==> config.mk <==
export PLATFORM = sky130hd
export DESIGN_NAME = newreno_window_update
export DESIGN_NICKNAME = d
export VERILOG_FILES = /design/src/hw/rtl/nwu_pkg.sv /design/src/hw/rtl/nwu_divider.sv /design/src/hw/rtl/newreno_window_update.sv
export SDC_FILE = /design/constraint.sdc
export NUM_CORES = 1
export LEC_CHECK = 0
export ABC_CLOCK_PERIOD_IN_PS = 6400
export BUFFER_PORTS_ARGS = -buffer_cell sky130_fd_sc_hd__buf_2
export CAP_MARGIN = 40
export CORE_MARGIN = 8
export CORE_UTILIZATION = 57
export DETAILED_ROUTE_END_ITERATION = 16
export GPL_ROUTABILITY_DRIVEN = 0
export PLACE_DENSITY_LB_ADDON = 0.15
export RECOVER_POWER = 25
export SETUP_SLACK_MARGIN = 0.4
export SKIP_LAST_GASP = 1
export SYNTH_ARGS = -nofsm -noshare
export SYNTH_HDL_FRONTEND = slang
export SYNTH_HIERARCHICAL = 1
export SYNTH_SLANG_ARGS = --single-unit
==> constraint.sdc <==
create_clock -name clk -period 6.4 [get_ports clk]
set_input_delay 0.32 -clock clk [delete_from_list [all_inputs] [get_ports clk]]
set_output_delay 0.32 -clock clk [all_outputs]
set_load 0.01 [all_outputs]
==> src/hw/rtl/nwu_pkg.sv <==
`timescale 1ns / 1ps
`default_nettype none
// ----------------------------------------------------------------------------
// nwu_pkg: shared types and constants for the NewReno window update block
// Widths, register indexes, op codes, reset values, divider handshake structs.
// ----------------------------------------------------------------------------
package nwu_pkg;

	localparam int WORD_W  = 32;
	localparam int SEG_W   = 16;
	localparam int ACK_W   = 8;
	localparam int CIDX_W  = 2;
	localparam int CNT_W   = 5;

	// configuration register indexes
	localparam logic [CIDX_W-1:0] REG_SEGMENT_SIZE      = 2'd0;
	localparam logic [CIDX_W-1:0] REG_INITIAL_WINDOW    = 2'd1;
	localparam logic [CIDX_W-1:0] REG_INITIAL_THRESHOLD = 2'd2;

	// operation codes
	localparam logic OP_ACK        = 1'b0;
	localparam logic OP_CONGESTION = 1'b1;

	// reset values
	localparam logic [SEG_W-1:0]  RST_SEGMENT_SIZE      = 16'd536;
	localparam logic [WORD_W-1:0] RST_INITIAL_WINDOW    = 32'd5360;
	localparam logic [WORD_W-1:0] RST_INITIAL_THRESHOLD = 32'hFFFF_FFFF;
	localparam logic [WORD_W-1:0] WIN_MAX               = 32'hFFFF_FFFF;

	// divider control and status
	typedef struct packed {
		logic start;
	} div_ctrl_t;

	typedef struct packed {
		logic busy;
		logic done;
	} div_stat_t;

endpackage : nwu_pkg
`default_nettype wire

==> src/hw/rtl/nwu_divider.sv <==
`timescale 1ns / 1ps
`default_nettype none
// ----------------------------------------------------------------------------
// nwu_divider: iterative restoring unsigned divider
// One quotient bit per cycle through a single shared subtractor; when the
// last bit of a 32-bit divide is in, done pulses for one cycle.
// ----------------------------------------------------------------------------
module nwu_divider (
	input  wire                          clk,
	input  wire                          arst_n,
	input  nwu_pkg::div_ctrl_t           ctrl,
	input  wire [nwu_pkg::WORD_W-1:0]    dividend,
	input  wire [nwu_pkg::WORD_W-1:0]    divisor,
	output nwu_pkg::div_stat_t           stat,
	output logic [nwu_pkg::WORD_W-1:0]   quotient
);
	import nwu_pkg::*;

	logic              busy_q;
	logic              done_q;
	logic [CNT_W-1:0]  cnt_q;
	logic [WORD_W-1:0] rem_q;
	logic [WORD_W-1:0] quo_q;
	logic [WORD_W-1:0] dsr_q;
	logic [WORD_W:0]   rem_sh;
	logic [WORD_W+1:0] trial;

	// shift in the next dividend bit and try the subtraction
	assign rem_sh = {rem_q, quo_q[WORD_W-1]};
	assign trial  = {1'b0, rem_sh} - {2'b00, dsr_q};

	// step sequencer
	always_ff @(posedge clk or negedge arst_n) begin
		if (!arst_n) begin
			busy_q <= 1'b0;
			done_q <= 1'b0;
			cnt_q  <= '0;
		end else begin
			done_q <= 1'b0;
			if (ctrl.start && !busy_q) begin
				busy_q <= 1'b1;
				cnt_q  <= '0;
			end else if (busy_q) begin
				cnt_q <= cnt_q + 1'b1;
				if (cnt_q == CNT_W'(WORD_W - 1)) begin
					busy_q <= 1'b0;
					done_q <= 1'b1;
				end
			end
		end
	end

	// datapath: keep remainder when the trial goes negative
	always_ff @(posedge clk) begin
		if (ctrl.start && !busy_q) begin
			rem_q <= '0;
			quo_q <= dividend;
			dsr_q <= divisor;
		end else if (busy_q) begin
			if (!trial[WORD_W+1]) begin
				rem_q <= trial[WORD_W-1:0];
			end else begin
				rem_q <= rem_sh[WORD_W-1:0];
			end
			quo_q <= {quo_q[WORD_W-2:0], ~trial[WORD_W+1]};
		end
	end

	assign stat.busy = busy_q;
	assign stat.done = done_q;
	assign quotient  = quo_q;

endmodule : nwu_divider
`default_nettype wire

==> src/hw/rtl/newreno_window_update.sv <==
`timescale 1ns / 1ps
`default_nettype none
// ----------------------------------------------------------------------------
// newreno_window_update: NewReno congestion window and slow start threshold
// Sequencer around a single iterative divider for the avoidance increment.
// ----------------------------------------------------------------------------
// One item at a time. A congestion event goes from accept straight to the
// finish state; an acknowledgement passes a check state first, and one
// with an avoidance step then goes through the start and divide states:
// the increment seg*seg/window comes from a restoring divider that
// produces one quotient bit per cycle, and is added to the window when the
// divider is done. The finish state loads the result, and the block is
// ready again as soon as it is loaded. The result sits in an output
// register, so the next item is taken while it waits; that item's result
// waits until the previous one is taken. Writing initial_window or
// initial_threshold also loads the live window or threshold at once.
module newreno_window_update (
	input  wire                         clk,
	input  wire                         arst_n,
	// configuration
	input  wire                         cfg_we,
	input  wire [nwu_pkg::CIDX_W-1:0]   cfg_index,
	input  wire [nwu_pkg::WORD_W-1:0]   cfg_data,
	// input items
	input  wire                         in_valid,
	output logic                        in_ready,
	input  wire                         operation,
	input  wire [nwu_pkg::ACK_W-1:0]    segments_acked,
	input  wire [nwu_pkg::WORD_W-1:0]   bytes_in_flight,
	// result items
	output logic                        out_valid,
	input  wire                         out_ready,
	output logic [nwu_pkg::WORD_W-1:0]  window_bytes,
	output logic [nwu_pkg::WORD_W-1:0]  threshold_bytes,
	output logic [nwu_pkg::ACK_W-1:0]   unused_segments,
	output logic                        in_slow_start
);
	import nwu_pkg::*;

	localparam logic [2:0] ST_IDLE   = 3'd0;
	localparam logic [2:0] ST_CHECK  = 3'd1;
	localparam logic [2:0] ST_START  = 3'd2;
	localparam logic [2:0] ST_DIV    = 3'd3;
	localparam logic [2:0] ST_FINISH = 3'd4;

	logic [2:0]        state_q;
	logic [SEG_W-1:0]  seg_q;
	logic [WORD_W-1:0] window_q;
	logic [WORD_W-1:0] threshold_q;
	logic [ACK_W-1:0]  left_q;
	logic [WORD_W-1:0] sq_q;
	logic [WORD_W-1:0] dsr_q;

	logic              out_valid_q;
	logic [WORD_W-1:0] out_win_q;
	logic [WORD_W-1:0] out_thr_q;
	logic [ACK_W-1:0]  out_left_q;
	logic              out_ss_q;

	logic              accept;
	logic              out_free;
	logic [WORD_W:0]   ss_sum;
	logic [WORD_W-1:0] ss_win;
	logic [WORD_W-1:0] half;
	logic [WORD_W-1:0] floor2;
	logic [WORD_W-1:0] seg_word;
	logic [WORD_W-1:0] inc;
	logic [WORD_W:0]   ca_sum;
	logic [WORD_W-1:0] ca_win;

	div_ctrl_t         div_ctrl;
	div_stat_t         div_stat;
	logic [WORD_W-1:0] quotient;

	assign in_ready = (state_q == ST_IDLE);
	assign accept   = in_valid && in_ready;
	assign out_free = !out_valid_q || out_ready;

	// slow start step and congestion threshold
	assign ss_sum = {1'b0, window_q} + {{(WORD_W+1-SEG_W){1'b0}}, seg_q};
	assign ss_win = ss_sum[WORD_W] ? WIN_MAX : ss_sum[WORD_W-1:0];
	assign half   = {1'b0, bytes_in_flight[WORD_W-1:1]};
	assign floor2 = {{(WORD_W-SEG_W-1){1'b0}}, seg_q, 1'b0};

	// segment size widened so the square keeps all of its bits
	assign seg_word = {{(WORD_W-SEG_W){1'b0}}, seg_q};

	// avoidance increment, at least one byte
	assign inc    = (quotient == '0) ? WORD_W'(1) : quotient;
	assign ca_sum = {1'b0, window_q} + {1'b0, inc};
	assign ca_win = ca_sum[WORD_W] ? WIN_MAX : ca_sum[WORD_W-1:0];

	assign div_ctrl.start = (state_q == ST_START);

	nwu_divider u_div (
		.clk      (clk),
		.arst_n   (arst_n),
		.ctrl     (div_ctrl),
		.dividend (sq_q),
		.divisor  (dsr_q),
		.stat     (div_stat),
		.quotient (quotient)
	);

	// sequencer, configuration and window state
	always_ff @(posedge clk or negedge arst_n) begin
		if (!arst_n) begin
			state_q     <= ST_IDLE;
			seg_q       <= RST_SEGMENT_SIZE;
			window_q    <= RST_INITIAL_WINDOW;
			threshold_q <= RST_INITIAL_THRESHOLD;
			left_q      <= '0;
			sq_q        <= '0;
			dsr_q       <= '0;
			out_valid_q <= 1'b0;
		end else begin
			if (out_valid_q && out_ready) begin
				out_valid_q <= 1'b0;
			end
			if (cfg_we) begin
				unique case (cfg_index)
					REG_SEGMENT_SIZE: seg_q <= cfg_data[SEG_W-1:0];
					REG_INITIAL_WINDOW: begin
						window_q   <= cfg_data;
					end
					REG_INITIAL_THRESHOLD: begin
						threshold_q <= cfg_data;
					end
					default: ;
				endcase
			end
			unique case (state_q)
				ST_IDLE: begin
					if (accept) begin
						if (operation == OP_CONGESTION) begin
							threshold_q <= (half > floor2) ? half : floor2;
							left_q      <= '0;
							state_q     <= ST_FINISH;
						end else begin
							if (window_q < threshold_q && segments_acked != '0) begin
								window_q <= ss_win;
								left_q   <= segments_acked - 1'b1;
							end else begin
								left_q   <= segments_acked;
							end
							state_q <= ST_CHECK;
						end
					end
				end
				ST_CHECK: begin
					if (window_q >= threshold_q && left_q != '0) begin
						sq_q    <= seg_word * seg_word;
						dsr_q   <= (window_q == '0) ? WORD_W'(1) : window_q;
						state_q <= ST_START;
					end else begin
						state_q <= ST_FINISH;
					end
				end
				ST_START: begin
					state_q <= ST_DIV;
				end
				ST_DIV: begin
					if (div_stat.done) begin
						window_q <= ca_win;
						state_q  <= ST_FINISH;
					end
				end
				ST_FINISH: begin
					if (out_free) begin
						out_valid_q <= 1'b1;
						state_q     <= ST_IDLE;
					end
				end
				default: state_q <= ST_IDLE;
			endcase
		end
	end

	// result register, loaded when the item completes
	always_ff @(posedge clk) begin
		if (state_q == ST_FINISH && out_free) begin
			out_win_q  <= window_q;
			out_thr_q  <= threshold_q;
			out_left_q <= left_q;
			out_ss_q   <= (window_q < threshold_q);
		end
	end

	assign out_valid       = out_valid_q;
	assign window_bytes    = out_win_q;
	assign threshold_bytes = out_thr_q;
	assign unused_segments = out_left_q;
	assign in_slow_start   = out_ss_q;

endmodule : newreno_window_update
`default_nettype wire

==> results.cfg <==
[floorplan]
die_w_um = 232.3
design.core.area_sq_um = 46360
start_util_pct = 57.55
dieArea_sq_um = 53980
fp.dieH_um = 232.3
ioPinCount = 155
std_cell_rows = 79

[route]
routed_wl_um = 75920
first_pass_iters = 6
num_vias = 21435
initialDrtViolationCount = 1796
drt.antenna.violating_nets = 0
vias_per_cell = 6.033
routedWlPerCell_um = 21.37
drc_errors = 0

[setup_path]
crit_slowest_cell = dfstp_2
crit_buf_inv = 8
endpoint = sq_q[28]
ff2ff_setup_slack_ns = 0.19
crit_path_frequent_cell = inv_2
cp-end-kind = register
reg2reg_depth = 25
start_kind = register
cp_max_fo = 5
worstSetupPathType = register to register
r2r-start = seg_q[9]
slowest_delay_ns = 0.58
cpLargestDelayFamily = adder cells
r2r-end = sq_q[28]
startpoint = seg_q[9]
worstPathArrival_ns = 6.62
cp.depth = 25
required_ns = 6.81

[grt]
grt_pass1_vias = 22407
antenna_found_initial = 0
grt_max_degree = 88
grt-ovfl-total = 0
grtUsageTotal_pct = 28.17
grt_pass1_wl_um = 121300

[sta]
fmaxAchievable_ghz = 0.1611
setup_viol = 0
finClkSkew_ns = 0.01946
tightest_slew_ns = 4.887
rsz0062_at_grt = yes
finalMaxSlewViolations = 88
fin_crit_sh_pct = 97.01
max_slew_margin_pct = -225.8
finalCriticalPeriod_ns = 6.209
hold_violations = 0
timing.hold.ws_ns = 0.03735

[synthesis]
yosys_warnings = 6
syn_nets = 3213
synth_cells = 2734
netlist_area_sq_um = 26680
avgSynthCellArea_sq_um = 9.758

[clock_tree]
clock_latency_ns = 0.55
clock_sinks = 331
cts.htree.levels = 2
numCtsBuffers = 37
cts_tree = done
clock_path_buffers = 3
cts.reportedPaths.clkPinSlew_ns = 0.06
clock-root-buffer = clkbuf_16

[finish]
design_area_sq_um = 30450
nNetsFinal = 3396
post-route-util_pct = 65.69
drive_above_1_share_pct = 19.01
num_antenna_cells = 0
fin_cells = 3553
fill_cells = 3680
syn2layout_area_growth_pct = 14.14

[job]
cap_viol_max_count = 1

[placement]
placed_area_sq_um = 28450
io_buffer_count = 153
placed_cells = 3439
dp_hpwl_um = 58370

[outcome]
status = complete, but fails checks
violations = max-capacitance violations, max-slew violations

[hold_path]
hp-class = input port to register
sequential cells by signal, summed over array words and instances (netlist names), 3 cells and up:
signal	count
threshold_q	32
window_q	32
state_q	3
u_div/quotient	32
u_div/dsr_q	32
window_bytes	32
seg_q	16
unused_segments	8
left_q	8
u_div/cnt_q	5
u_div/rem_q	32
sq_q	31
dsr_q	32
threshold_bytes	32
how the worst min path moves through the flow:
stage                              startpoint               to  cells past startpoint
after floorplan                        arst_n         dsr_q[0]                      0
after global placement               dsr_q[2]   u_div/dsr_q[2]                      0
after detailed placement            dsr_q[19]  u_div/dsr_q[19]                      0
after CTS                 bytes_in_flight[21]  threshold_q[20]                      3
after global routing      bytes_in_flight[21]  threshold_q[20]                      3
final                     bytes_in_flight[21]  threshold_q[20]                      3
final cells by class:
class,count,area [sq um],share of cell area [%]
well taps,607,759.5,2.494
inverters,357,1358,4.458
flip-flops and latches,331,8870,29.13
clock inverters,17,214.0,0.7026
clock buffers,51,1050,3.447
multi-input cells,1917,16360,53.73
repair buffers,273,1841,6.044
per-stage QoR:
stage,setup WS (ns),TNS (ns)
global route,-0.01252,-0.01252
finish,0.1914,0
detailed placement,-0.0001559,-0.0001559
global placement,0.1373,0
floorplan,0.4024,0
CTS,0.2182,0
metal layers:
metal / share of wire (%) / GRT usage [%] / vias to the layer above
li1: - / - / 9813
met1: 39 / 35.06 / 10515
met2: 49 / 48.44 / 878
met3: 6.9 / 3.958 / 229
met4: 4.7 / 12.34 / 0
met5: 0 / 0 / -
timing repair:
item                                    CTS  global route
endpoints found under the hold margin    70             0
buffers inserted                         32            13
hold buffers                              1             0
resized for setup                        64            32
pin swaps                                49            32
endpoints found under the setup margin   14            18
cell usage in the layout, fill, tap and decap left out, drive strengths merged, types with 8 or more instances in the layout:
cell type,count
xor2,44
nand4,30
a32oi,13
nand2,269
inv,353
clkbuf,53
buf,269
dfstp,41
fa,166
o221ai,32
nor3,26
mux2,111
a21o,40
nand2b,15
clkinv,15
and3,21
o21bai,22
nor2b,11
or3,10
o211ai,31
nand3,56
o21ai,167
a31oi,11
o21a,18
nor2,141
nor4,28
ha,233
edfxtp,137
a21oi,139
xnor2,67
and2,29
dfxtp,32
a211oi,21
mux2i,62
dfrtp,121
a22o,8
worst reg2reg max path, stage by stage, from the launching register on:
cell	delay (ns)
dfstp_2	0.58
clkinvlp_4	0.13
buf_12	0.16
nor2_4	0.09
inv_2	0.04
fa_1	0.47
inv_1	0.05
fa_1	0.49
inv_2	0.04
fa_2	0.53
inv_2	0.05
fa_2	0.35
fa_1	0.51
inv_2	0.04
fa_1	0.49
inv_2	0.05
ha_4	0.28
and3_4	0.21
nand3_4	0.08
or3_1	0.33
a21o_1	0.20
a211oi_4	0.32
o21bai_1	0.14
a31oi_1	0.24
xnor2_1	0.13
o21ai_0	0.08
Power is not shown: default switching activity piles up to over one toggle a cycle in this logic, so the estimate is an artifact.
